`src/rtl/tpcl_pkg.sv`:
```
`default_nettype none

package tpcl_pkg;

  localparam int PROTO_W  = 24;
  localparam int SAMPLE_W = 8;
  localparam int FRAC_W   = 16;
  localparam int RATE_W   = 16;
  localparam int IDX_W    = 4;
  localparam int SQ_W     = 2 * PROTO_W;
  localparam int DIST_W   = 52;
  localparam int MAG_W    = PROTO_W + RATE_W;
  localparam int COUNT_W  = 5;

  localparam logic [RATE_W-1:0] WIN_RATE_RST  = 16'd6554;
  localparam logic [RATE_W-1:0] LOSE_RATE_RST = 16'd655;

  typedef enum logic [1:0] {
    OP_TRAIN  = 2'd0,
    OP_LOAD_A = 2'd1,
    OP_LOAD_B = 2'd2,
    OP_READ   = 2'd3
  } op_e;

  typedef enum logic {
    KIND_TRAIN = 1'b0,
    KIND_READ  = 1'b1
  } kind_e;

  typedef enum logic {
    CFG_WIN_RATE  = 1'b0,
    CFG_LOSE_RATE = 1'b1
  } cfg_reg_e;

  typedef struct packed {
    op_e                 opcode;
    logic [IDX_W-1:0]    index;
    logic [SAMPLE_W-1:0] sample_value;
    logic [PROTO_W-1:0]  proto_value;
    logic                last;
  } in_item_t;

  typedef struct packed {
    kind_e              kind;
    logic               winner;
    logic [COUNT_W-1:0] count_a_greater;
    logic [PROTO_W-1:0] read_a;
    logic [PROTO_W-1:0] read_b;
  } out_item_t;

  typedef struct packed {
    logic capture;
    logic dispatch;
    logic sel_cnt;
    logic square;
    logic accum;
    logic win;
    logic upd_mul;
    logic upd_wr;
    logic emit_rd;
    logic emit_tr;
  } cmd_t;

  typedef struct packed {
    op_e  op;
    logic last;
    logic cnt_last;
    logic out_free;
  } status_t;

endpackage

`default_nettype wire

```
`src/rtl/tpcl_ctrl.sv`:
```
`default_nettype none

module tpcl_ctrl (
  input  logic              clk_i,
  input  logic              rst_ni,
  input  logic              in_valid_i,
  output logic              in_ready_o,
  input  tpcl_pkg::status_t status_i,
  output tpcl_pkg::cmd_t    cmd_o
);
  import tpcl_pkg::*;

  typedef enum logic [9:0] {
    S_IDLE     = 10'b00_0000_0001,
    S_DISPATCH = 10'b00_0000_0010,
    S_SQUARE   = 10'b00_0000_0100,
    S_ACCUM    = 10'b00_0000_1000,
    S_WIN      = 10'b00_0001_0000,
    S_UPD_RD   = 10'b00_0010_0000,
    S_UPD_MUL  = 10'b00_0100_0000,
    S_UPD_WR   = 10'b00_1000_0000,
    S_EMIT_RD  = 10'b01_0000_0000,
    S_EMIT_TR  = 10'b10_0000_0000
  } state_e;

  state_e state_q, state_d;

  always_ff @(posedge clk_i or negedge rst_ni) begin
    if (!rst_ni) begin
      state_q <= S_IDLE;
    end else begin
      state_q <= state_d;
    end
  end

  always_comb begin
    state_d    = state_q;
    cmd_o      = '0;
    in_ready_o = 1'b0;
    unique case (state_q)
      S_IDLE: begin
        in_ready_o = 1'b1;
        if (in_valid_i) begin
          cmd_o.capture = 1'b1;
          state_d       = S_DISPATCH;
        end
      end
      S_DISPATCH: begin
        cmd_o.dispatch = 1'b1;
        unique case (status_i.op) inside
          OP_TRAIN:             state_d = S_SQUARE;
          OP_LOAD_A, OP_LOAD_B: state_d = S_IDLE;
          OP_READ:              state_d = S_EMIT_RD;
          default:              state_d = S_IDLE;
        endcase
      end
      S_SQUARE: begin
        cmd_o.square = 1'b1;
        state_d      = S_ACCUM;
      end
      S_ACCUM: begin
        cmd_o.accum = 1'b1;
        state_d     = status_i.last ? S_WIN : S_IDLE;
      end
      S_WIN: begin
        cmd_o.win = 1'b1;
        state_d   = S_UPD_RD;
      end
      S_UPD_RD: begin
        cmd_o.sel_cnt = 1'b1;
        state_d       = S_UPD_MUL;
      end
      S_UPD_MUL: begin
        cmd_o.sel_cnt = 1'b1;
        cmd_o.upd_mul = 1'b1;
        state_d       = S_UPD_WR;
      end
      S_UPD_WR: begin
        cmd_o.sel_cnt = 1'b1;
        cmd_o.upd_wr  = 1'b1;
        state_d       = status_i.cnt_last ? S_EMIT_TR : S_UPD_RD;
      end
      S_EMIT_RD: begin
        if (status_i.out_free) begin
          cmd_o.emit_rd = 1'b1;
          state_d       = S_IDLE;
        end
      end
      S_EMIT_TR: begin
        if (status_i.out_free) begin
          cmd_o.emit_tr = 1'b1;
          state_d       = S_IDLE;
        end
      end
      default: state_d = S_IDLE;
    endcase
  end

endmodule

`default_nettype wire

```
`config.mk`:
```
export PLATFORM = sky130hd
export DESIGN_NAME = tpcl_ctrl
export DESIGN_NICKNAME = d
export VERILOG_FILES = /design/src/rtl/tpcl_pkg.sv /design/src/rtl/tpcl_ctrl.sv
export SDC_FILE = /design/constraint.sdc
export NUM_CORES = 1
export LEC_CHECK = 0
export ABC_AREA = 1
export BUFFER_PORTS_ARGS = -buffer_cell sky130_fd_sc_hd__buf_4
export CAP_MARGIN = 20
export CORE_MARGIN = 5
export CORE_UTILIZATION = 53
export CTS_BUF_LIST = sky130_fd_sc_hd__clkbuf_2
export CTS_CLUSTER_DIAMETER = 100
export DETAILED_ROUTE_END_ITERATION = 7
export PLACE_DENSITY = 0.8
export SYNTH_ARGS = -nofsm -noshare
export SYNTH_HDL_FRONTEND = slang
export SYNTH_SLANG_ARGS = --single-unit
```
`constraint.sdc`:
```
create_clock -name clk_i -period 1.6 [get_ports clk_i]
set_clock_uncertainty 0.15 [all_clocks]
set_input_delay 0.16 -clock clk_i [delete_from_list [all_inputs] [get_ports clk_i]]
set_output_delay 0.16 -clock clk_i [all_outputs]
set_load 0.05 [all_outputs]
```
Yosys cells after proc, flatten, opt, wreduce, memory -nomap -nowiden
Index checks and enable logic that the tools add are counted.
W data, S select, Z words.

word-level totals
  register bits = 10
  bits of input ports = 8
  output and inout bits = 11

operators by class
  multiplexer cells = 19
  equality and inequality tests = 13
  reductions and logical operators = 4

operators with widths
  operator                number
  $pmux W10 S9            1
  $mux W10                3
  $pmux W9 S2             1
  $mux W1                 13
  $eq A10 B1 Y1 const B   1
  $eq A10 B10 Y1 const B  1
  $eq A10 B2 Y1 const B   1
  $eq A10 B3 Y1 const B   1
  $eq A10 B4 Y1 const B   1
  $eq A10 B5 Y1 const B   1
  $eq A10 B6 Y1 const B   1
  $eq A10 B7 Y1 const B   1
  $eq A10 B8 Y1 const B   1
  $eq A10 B9 Y1 const B   1
  $mux W5                 1
  $reduce_or A3 Y1        1
  $eq A2 B2 Y1 const B    1
  $logic_not A2 Y1        1
  $ne A2 B1 Y1 const B    1
  $ne A2 B2 Y1 const B    1
  $reduce_and A2 Y1       1
  $reduce_or A2 Y1        1

Logic depth before layout (Yosys ltp)
Gate-level depths: netlist (run 1).

  word-level depth = 4
  mapped depth = 8
  gate-level depth less buffers = 8

Worst setup path before layout (run 1)
No wires, ideal clock.

  path kind = reg2out
  from = reg state_q[5]
  to = out cmd_o[9] (netlist bit)
  setup slack = -0.217 ns
  arrival time = 1.507 ns
  buffers on the path = 0
  cell stages (with the launch flop) = 6
  required time = 1.290 ns
  path through = dfrtp_1 -> nor2_2 -> nand2_4 -> nor2_2 -> nand2_1 -> nor2_1

RTL lines
  element                 line             RTL
  from (decl)             tpcl_ctrl.sv:26  state_e state_q, state_d;
  from (signal assigned)  tpcl_ctrl.sv:32  state_q <= state_d;
  to (decl)               tpcl_ctrl.sv:9   output tpcl_pkg::cmd_t cmd_o

==> impl_metrics.yaml, run 1 <==
placement:
  place.gp.congestion: 0.750
  dpl_worst_slack_ps: 44.3
  hpwlAfterDp_um: 1270
  placed_area_um2: 873
  placement.io_buffers: 18
timing:
  slew_headroom: 0.845
  worstMarginPinSlew_ps: 230
  setup_tns_ps: -1600
  final_hold_viol_count: 0
  fin_ws_ps: -189
  rsz0062_at_grt: "yes"
  period_minus_slack_ps: 1790
  period_share: 1.12
  setup_viol: 12
  fmax_mhz: 559
  slew_viol_final: 0
layout:
  final_cell_mix: "inv_1, buf_4, nand2_1"
  regMostFlops: "state_q"
  final_nets: 157
  syn_to_final_growth_pct: 64.5
  top_regs: "state_q x10"
  final_common_cell: "inv_1"
  antennaDiodeCount: 0
  nFillCells: 56
  fin_util: 0.911
  drive_gt1_frac: 0.534
  largest_reg_flops: 10
  stdcell_area_mm2: 0.00117
drt:
  vias: 804
  ant_nets: 0
  wirelength_um: 2580
  wl_per_cell_um: 16.0
  drc_errors: 0
  dr.first_iter.drc_count: 16
  via_per_inst: 4.99
  firstDrtPassIters: 4
clocking:
  cts.sinks: 10
  cts_buffers: 3
  cts_tree: "done"
  clock_latency_ps: 260
  ctsLongestPathBuffers: 2
  cts_max_level: 1
  clk_pin_slew_ps: 140
  root_buffer: "clkbuf_2"
flow_run:
  maxCapViolCount: 0
hold_path:
  holdPathEnd: "state_q[1]"
  hold_start: "in_valid_i"
  hp-class: "in2reg"
  min_path_cells: 3
synthesis:
  avgSynthCellArea_um2: 6.65
  yosys.area_share.adder: 0.0351
  yosysUniqueCellTypes: 17
  yosys_warnings: 0
  synth_compound_area_frac: 0.0738
  yosysSeqAreaShare: 0.353
  synth_top_family_by_area: "simple AND/OR/NAND/NOR gates"
  synthMuxAreaShare: 0
  ys_ff_latch: 10
  synth.cell_area_um2: 712
  yosys.area_share.simple: 0.374
  netlist_instances: 107
  synth-xor-area-share: 0
  synth_fp_nets: 117
floorplan:
  fp.coreArea_mm2: 0.00128
  dieArea_mm2: 0.00218
  row_count: 13
  initial_core_util: 0.554
  die_h_um: 46.7
  die_x_um: 46.7
  io_pins: 19
critical_path:
  critical_path_class: "reg2out"
  crit_path_end_kind: "output port"
  worstRegToRegCells: 9
  crit_path_start_kind: "flop"
  cp_data_arrival_time_ps: 1480
  worstPathRequired_ps: 1290
  rrSetupSlack_ps: -40
  r2r_start: "state_q[0]"
  r2r-end: "state_q[0]"
  cp_max_fo: 4
global_route:
  antenna_found_initial: 0
  grt_util_all_layers: 0.251
  globalRoute.totalOverflow: 0
  grt_max_degree: 11
  grt_pass1_vias: 848
  grt_pass1_wl_um: 3720
power_and_ir_drop:
  vdd_drop_max_uv: 906
  power.density_mw_per_mm2: 1120
  power.leakage_nw: 0.707
run_status:
  violations: "setup timing"
  status: "complete, but fails checks"
## power breakdown
group / total (mW) / switching, mW / internal [mW]
clock network: 0.153 / 0.0989 / 0.0544
logic: 0.834 / 0.507 / 0.327
registers: 0.326 / 0.0369 / 0.289
## critical path, cell delays in order, from the launching register on
cell and delay (ps):
dfrtp_1 440, nor2_4 170, nand2_2 90, nor2_4 160, nand2_2 100, nand3_2 100, buf_8 150
## timing repair
item	4_1_cts	5_1_grt
hold endpoints to repair	12	0
gates resized for setup	38	6
hold buffers	3	0
endpoints found under the setup margin	11	14
buffers inserted	9	5
pin swaps	13	6
## worst max-delay path by stage
stage	startpoint	end	slack, ps
floorplan	state_q[5]	cmd_o[9]	2
global placement	state_q[6]	cmd_o[9]	70
detailed placement	state_q[5]	cmd_o[9]	40
CTS	state_q[7]	cmd_o[9]	-110
global route	state_q[4]	cmd_o[7]	-260
finish	state_q[4]	cmd_o[7]	-190
## area by class of cell
type	instances	area (um^2)	area share
Inverter	31	116	0.0994
Clock buffer	3	15.0	0.0128
Multi-Input combinational cell	66	432	0.369
Clock inverter	1	3.75	0.00321
Sequential cell	10	251	0.215
Timing Repair Buffer	35	334	0.285
Tap cell	15	18.8	0.0160
## per-layer routing
layer	vias up	share of wire	track usage
met5	-	0	0
met3	12	0.041	0.0430
met4	0	0.037	0.138
met2	33	0.52	0.453
li1	381	-	-
met1	378	0.40	0.271
## stage by stage
step	instances	total power, mW	hold WS, ps
2_1_floorplan	107	0.716	-286
3_3_place_gp	140	0.830	-157
3_5_place_dp	140	0.848	-156
4_1_cts	156	1.20	62.9
5_1_grt	161	1.38	68.9
6_report	161	1.31	74.1
## kinds of logic after synthesis
logic type / count (synthesis)
AOI/OAI and AO/OA: 6
adders and majority gates: 2
buffers and inverters: 31
DFF: 10
and+or+nand+nor: 58
## cells in the mapped netlist (all sizes together)
library cell | number | share of area
a21oi | 1 | 0.012
dfrtp | 9 | 0.32
dfstp | 1 | 0.037
ha | 2 | 0.035
inv | 31 | 0.16
nand2 | 27 | 0.16
nand3 | 3 | 0.028
nor2 | 28 | 0.19
o211ai | 1 | 0.018
o21ai | 4 | 0.044
Note: power is estimated with default switching activity, not from simulation.
==> run 2, diff against run 1 <==
--- a/config.mk
+++ b/config.mk
@@ -14,6 +14,7 @@
 export CTS_CLUSTER_DIAMETER = 100
 export DETAILED_ROUTE_END_ITERATION = 7
 export PLACE_DENSITY = 0.8
+export RECOVER_POWER = 100
 export SYNTH_ARGS = -nofsm -noshare
 export SYNTH_HDL_FRONTEND = slang
 export SYNTH_SLANG_ARGS = --single-unit
==> run 2 against run 1 <==
  * Flip-flop and latch count unchanged
  * Via count grew 0.37%
  * Critical path depth unchanged
  * Global-route usage unchanged
  * The flow still finishes with violations (setup timing)
  * Total power hardly changed
  * Cell area down 0.32%
==> impl_metrics.yaml, run 2 (same netlist as run 1, synthesis figures left out) <==
drt:
  drc_errors: 0
  wirelength_um: 2580
  firstDrtPassIters: 4
  via_per_inst: 5.01
  dr.first_iter.drc_count: 16
  wl_per_cell_um: 16.0
  ant_nets: 0
  vias: 807
clocking:
  ctsLongestPathBuffers: 2
  root_buffer: "clkbuf_2"
  cts.sinks: 10
  cts_tree: "done"
  cts_max_level: 1
  clk_pin_slew_ps: 140
  cts_buffers: 3
  clock_latency_ps: 260
timing:
  fin_ws_ps: -190
  worstMarginPinSlew_ps: 561
  slew_headroom: 0.626
  fmax_mhz: 559
  slew_viol_final: 0
  final_hold_viol_count: 0
  setup_viol: 12
  period_minus_slack_ps: 1790
  period_share: 1.12
  rsz0062_at_grt: "yes"
run_status:
  status: "complete, but fails checks"
  violations: "setup timing"
critical_path:
  critPathLaunch: "state_q[4]"
  r2r-end: "state_q[0]"
  cp_top_family: "simple AND/OR/NAND/NOR gates"
  critical_path_class: "reg2out"
  rrSetupSlack_ps: -40
  slowest_delay_ps: 440
  crit_path_start_kind: "flop"
  worstPathRequired_ps: 1290
  cp_data_arrival_time_ps: 1480
  cp_max_fo: 4
  slowest_stage: "dfrtp_1"
  worstRegToRegCells: 9
  setup.worst_path.end: "cmd_o[7]"
  r2r_start: "state_q[0]"
  cp_cell_sequence: "nor2_4 -> nand2_2 -> nor2_4 -> nand2_2 -> nand3_2 -> buf_8"
  crit_buf_inv: 1
  cp_num_cells: 6
  crit_path_end_kind: "output port"
layout:
  fin_util: 0.908
  stdcell_area_mm2: 0.00117
  final_common_cell: "inv_1"
  final_cell_mix: "inv_1, buf_4, nand2_1"
  finalNonFillerCells: 161
  largest_reg_flops: 10
  antennaDiodeCount: 0
  top_regs: "state_q x10"
  drive_gt1_frac: 0.527
  syn_to_final_growth_pct: 64.0
  regMostFlops: "state_q"
  final_nets: 157
power_and_ir_drop:
  pwr-share-clk: 0.117
  power.density_mw_per_mm2: 1120
  total_power_mw: 1.31
  power.leakage_nw: 0.703
  pwr-share-comb: 0.635
  swShare: 0.490
  switchingPower_uw: 643
  p_int_uw: 669
  vdd_drop_max_uv: 906
  seqPwrFrac: 0.248
flow_run:
  maxCapViolCount: 0
placement:
  placed_area_um2: 873
  place.gp.congestion: 0.750
  hpwlAfterDp_um: 1270
  dpl_worst_slack_ps: 44.3
  dp_cells: 140
  placement.io_buffers: 18
floorplan:
  row_count: 13
  die_h_um: 46.7
  dieArea_mm2: 0.00218
  io_pins: 19
  initial_core_util: 0.554
  die_x_um: 46.7
  fp.coreArea_mm2: 0.00128
hold_path:
  hp-class: "in2reg"
global_route:
  grt_pass1_vias: 848
  grt_util_all_layers: 0.251
  globalRoute.totalOverflow: 0
  antenna_found_initial: 0
  grt_pass1_wl_um: 3720
  grt_max_degree: 11
-- run 2: cell types whose count changed in the layout (fill, tap and decap cells not counted), sizes merged --
cell and change:
clkbuf +1, buf -1
-- run 2: stage by stage --
step | setup TNS, ps | hold slack [ps]
3_5_place_dp | 0 | -156
6_report | -1610 | 74.1
4_1_cts | -730 | 62.9
3_3_place_gp | 0 | -157
5_1_grt | -2520 | 109
2_1_floorplan | 0 | -286
-- run 2: how the worst min path moves through the flow --
stage	cells past startpoint	end	slack (ps)	from
3_5_place_dp	1	state_q[7]	-160	rst_ni
6_report	3	state_q[1]	70	in_valid_i
5_1_grt	3	state_q[1]	110	in_valid_i
4_1_cts	3	state_q[1]	60	in_valid_i
2_1_floorplan	0	state_q[1]	-290	rst_ni
3_3_place_gp	1	state_q[7]	-160	rst_ni
-- run 2: repair_timing --
item,in CTS,in global routing
pin swaps,13,6
endpoints found under the hold margin,12,0
setup buffers,9,5
gates resized for setup,38,6
endpoints found under the setup margin,11,14
hold buffers,3,0
-- run 2: layout make-up --
class / instances / area [um^2]
Sequential cell: 10 / 251
Timing Repair Buffer: 35 / 330
Multi-Input combinational cell: 66 / 432
Clock inverter: 1 / 3.75
Clock buffer: 3 / 15.0
Inverter: 31 / 116
Tap cell: 15 / 18.8
Fill cell: 58 / 118
-- run 2: power by group through the flow --
stage	registers [mW]	clock network (mW)	logic [mW]
4_1_cts	0.320	0.144	0.732
3_3_place_gp	0.315	0	0.516
5_1_grt	0.327	0.166	0.888
2_1_floorplan	0.312	0	0.404
6_report	0.326	0.153	0.833
3_5_place_dp	0.318	0	0.529
-- run 2: worst min-delay path, delay by kind of cell --
family,cells,cell delay [ps]
AND/OR/NAND/NOR,1,110
buffers and inverters,2,160
-- run 2: metal layers --
layer | vias up | wire length (um) | global-route usage
met3 | 14 | 114 | 0.0430
met5 | - | 0 | 0
met2 | 36 | 1320 | 0.453
li1 | 381 | - | -
met4 | 0 | 111 | 0.138
met1 | 376 | 1030 | 0.271
==> run 3, diff against run 2 <==
--- a/config.mk
+++ b/config.mk
@@ -15,6 +15,7 @@
 export DETAILED_ROUTE_END_ITERATION = 7
 export PLACE_DENSITY = 0.8
 export RECOVER_POWER = 100
+export SETUP_SLACK_MARGIN = 0.3
 export SYNTH_ARGS = -nofsm -noshare
 export SYNTH_HDL_FRONTEND = slang
 export SYNTH_SLANG_ARGS = --single-unit
==> run 3 against run 2 <==
  * The run now fails in 5_1_grt
  * Synthesized cell count unchanged
  * Synthesized area did not move
==> impl_metrics.yaml, run 3 <==
run_status:
  status: "did not finish"
  stop_stage: "5_1_grt"
  error_line: "[ERROR DPL-0038] Utilization greater than 100%, impossible to legalize"
synthesis:
  yosysMostFrequentCell: "inv_1"
  async_flop_share: 1.00
  yosysSeqAreaShare: 0.353
  yosysTopAreaCellShare: 0.316
  synth_edf_count: 0
  synth.cell_area_um2: 712
  synth_top_cell_by_area: "dfrtp_1"
  yosys_warnings: 0
  ys_ff_latch: 10
  synthTopCellsByArea: "dfrtp_1, inv_1, nand2_1"
  yosysUniqueCellTypes: 17
  netlist_top_cells_count: "inv_1, nand2_1, nor2_1, dfrtp_1, nor2_2"
  ys.flop_type: "dfrtp_1"
  netlist_instances: 107
  avgSynthCellArea_um2: 6.65
  synth_fp_nets: 117
placement:
  place.gp.congestion: 0.809
  hpwlAfterDp_um: 1210
  placement.io_buffers: 18
  placed_area_um2: 945
timing:
  worst-ep-kind: "output port"
  worstEndpointGrtRepair: "cmd_o[0]"
floorplan:
  die_h_um: 46.7
  die_x_um: 46.7
  io_pins: 19
  row_count: 13
  initial_core_util: 0.554
global_route:
  grt_max_degree: 11
clocking:
  cts_max_level: 1
  ctsLongestPathBuffers: 2
  root_buffer: "clkbuf_2"
  cts_buffers: 3
  cts.sinks: 10
[run 3: cell counts after synthesis]
No cell type changed its count.
[run 3: what timing repair did]
item / in CTS
resized for setup: 31
hold endpoints to repair: 13
setup buffers: 12
pin swaps: 18
endpoints found under the setup margin: 16
hold buffers: 3
[run 3: metrics by stage]
| stage | util | hold WS (ps) | setup WS (ps) | cells |
|---|---|---|---|---|
| 2_1_floorplan | - | -286 | 111 | 107 |
| 3_3_place_gp | 0.735 | -155 | 35.6 | 140 |
| 3_5_place_dp | 0.735 | -155 | -2.68 | 140 |
| 4_1_cts | 0.927 | 28.1 | -136 | 159 |
[run 3: kinds of logic after synthesis]
family,share of synthesized area
and+or+nand+nor,0.374
buffers and inverters,0.163
DFF,0.353
AOI/OAI and AO/OA,0.0738
adders and majority gates,0.0351
==> run 4, diff against run 3 <==
==> config.mk (replaced) <==
export PLATFORM = sky130hd
export DESIGN_NAME = tpcl_ctrl
export DESIGN_NICKNAME = d
export VERILOG_FILES = /design/src/rtl/tpcl_pkg.sv /design/src/rtl/tpcl_ctrl.sv
export SDC_FILE = /design/constraint.sdc
export NUM_CORES = 1
export LEC_CHECK = 0
export ABC_AREA = 1
export BUFFER_PORTS_ARGS = -buffer_cell sky130_fd_sc_hd__buf_4
export CAP_MARGIN = 20
export CORE_AREA = 5 5 66 68
export DETAILED_ROUTE_END_ITERATION = 7
export DIE_AREA = 0 0 71 73
export PLACE_DENSITY_LB_ADDON = 0.15
export RECOVER_POWER = 100
export SYNTH_ARGS = -nofsm -noshare
export SYNTH_HDL_FRONTEND = slang
export SYNTH_SLANG_ARGS = --single-unit
==> run 4 against run 3 <==
  * The flow now finishes, with violations (setup timing)
==> impl_metrics.yaml, run 4 (same netlist as run 1, synthesis figures left out) <==
floorplan:
  io_pins: 19
  row_count: 23
  fp.coreArea_mm2: 0.00380
  die_h_um: 73
  initial_core_util: 0.187
  dieArea_mm2: 0.00518
  die_x_um: 71
timing:
  final_hold_viol_count: 0
  rsz0062_at_grt: "yes"
  hold-worst-slack_ps: 87.1
  slew_headroom: 0.612
  fin_ws_ps: -77.6
  period_minus_slack_ps: 1680
  setup_viol: 10
  worstMarginPinSlew_ps: 582
  setup_tns_ps: -446
  slew_viol_final: 0
  fmax_mhz: 596
  period_share: 1.05
drt:
  ant_nets: 0
  wirelength_um: 1840
  via_per_inst: 3.68
  dr.first_iter.drc_count: 17
  firstDrtPassIters: 4
  vias: 710
  wl_per_cell_um: 9.51
  drc_errors: 0
global_route:
  use_met1: 0.101
  grt_use_met3: 0.0207
  grtUsageMet2: 0.136
  grt_util_all_layers: 0.0803
  globalRoute.totalOverflow: 0
  grt_pass1_vias: 762
  grt_pass1_wl_um: 3280
  antenna_found_initial: 0
  grt_max_degree: 11
  grt.busiest_layer: "met2"
clocking:
  cts_buffers: 3
  cts_tree: "done"
  root_buffer: "clkbuf_8"
  clock_latency_ps: 240
  clk_pin_slew_ps: 50
  cts_max_level: 1
  ctsLongestPathBuffers: 2
  cts.sinks: 10
placement:
  dpl_worst_slack_ps: 33.4
  place.gp.congestion: 0.706
  placement.io_buffers: 18
  placed_area_um2: 925
  hpwlAfterDp_um: 1490
  dp_cells: 176
run_status:
  violations: "setup timing"
  status: "complete, but fails checks"
power_and_ir_drop:
  total_power_mw: 1.31
  power.leakage_nw: 0.689
  vdd_drop_max_uv: 791
  power.density_mw_per_mm2: 1090
critical_path:
  cp_data_arrival_time_ps: 1370
  cp_max_fo: 4
  slowest_delay_ps: 400
  cp_cell_sequence: "nor2_4 -> nand2_1 -> nor2_2 -> nand2_2 -> nand3_2 -> buf_6"
  slowest_stage: "dfrtp_1"
  crit_path_end_kind: "output port"
  worstPathRequired_ps: 1290
  critical_path_class: "reg2out"
  rrSetupSlack_ps: 60
  crit_path_start_kind: "flop"
layout:
  final_cell_mix: "inv_1, nand2_1, buf_4"
  drive_gt1_frac: 0.503
  final_common_cell: "inv_1"
  largest_reg_flops: 10
  antennaDiodeCount: 0
  stdcell_area_mm2: 0.00120
  regMostFlops: "state_q"
  syn_to_final_growth_pct: 68.4
  fin_util: 0.316
  top_regs: "state_q x10"
  finalNonFillerCells: 193
  final_nets: 154
hold_path:
  hp-class: "in2reg"
flow_run:
  maxCapViolCount: 0
## run 4: area by class of cell
class | count | area [um^2]
fill | 427 | 2600
inverter | 31 | 116
sequential | 10 | 251
multi-input combinational | 66 | 419
clock buffer | 4 | 45.0
timing repair buffer | 32 | 304
tap | 50 | 62.6
## run 4: critical path: cells and delay by family, from the launching register on
kind          cells  cell delay, ps
buf+inv           1             150
simple gates      5             570
flops             1             400
## run 4: path summary, 6_finish.rpt
kind,cells past startpoint,start,to
setup reg to reg,9,state_q[0],state_q[0]
setup / recovery,6,state_q[4],cmd_o[7]
min in group asynchronous,2,rst_ni,state_q[6]
hold reg to reg,2,state_q[8],state_q[8]
hold / removal,3,in_valid_i,state_q[1]
max in group asynchronous,2,rst_ni,state_q[9]
## run 4: repair_timing
action	4_1_cts	5_1_grt
hold endpoints to repair	12	0
cloned	0	0
gates resized for setup	31	10
pin swaps	14	3
setup buffers	8	2
hold buffers	3	0
setup endpoints to repair	11	12
## run 4: metal layers
metal | share of wire | wire length, um
met1 | 0.45 | 817
met2 | 0.51 | 941
met3 | 0.028 | 52
met4 | 0.013 | 24
met5 | 0 | 0
## run 4: where the power goes
part | internal [mW] | switching, mW | total [mW]
clock network | 0.174 | 0.101 | 0.275
registers | 0.290 | 0.0300 | 0.320
logic | 0.287 | 0.422 | 0.710
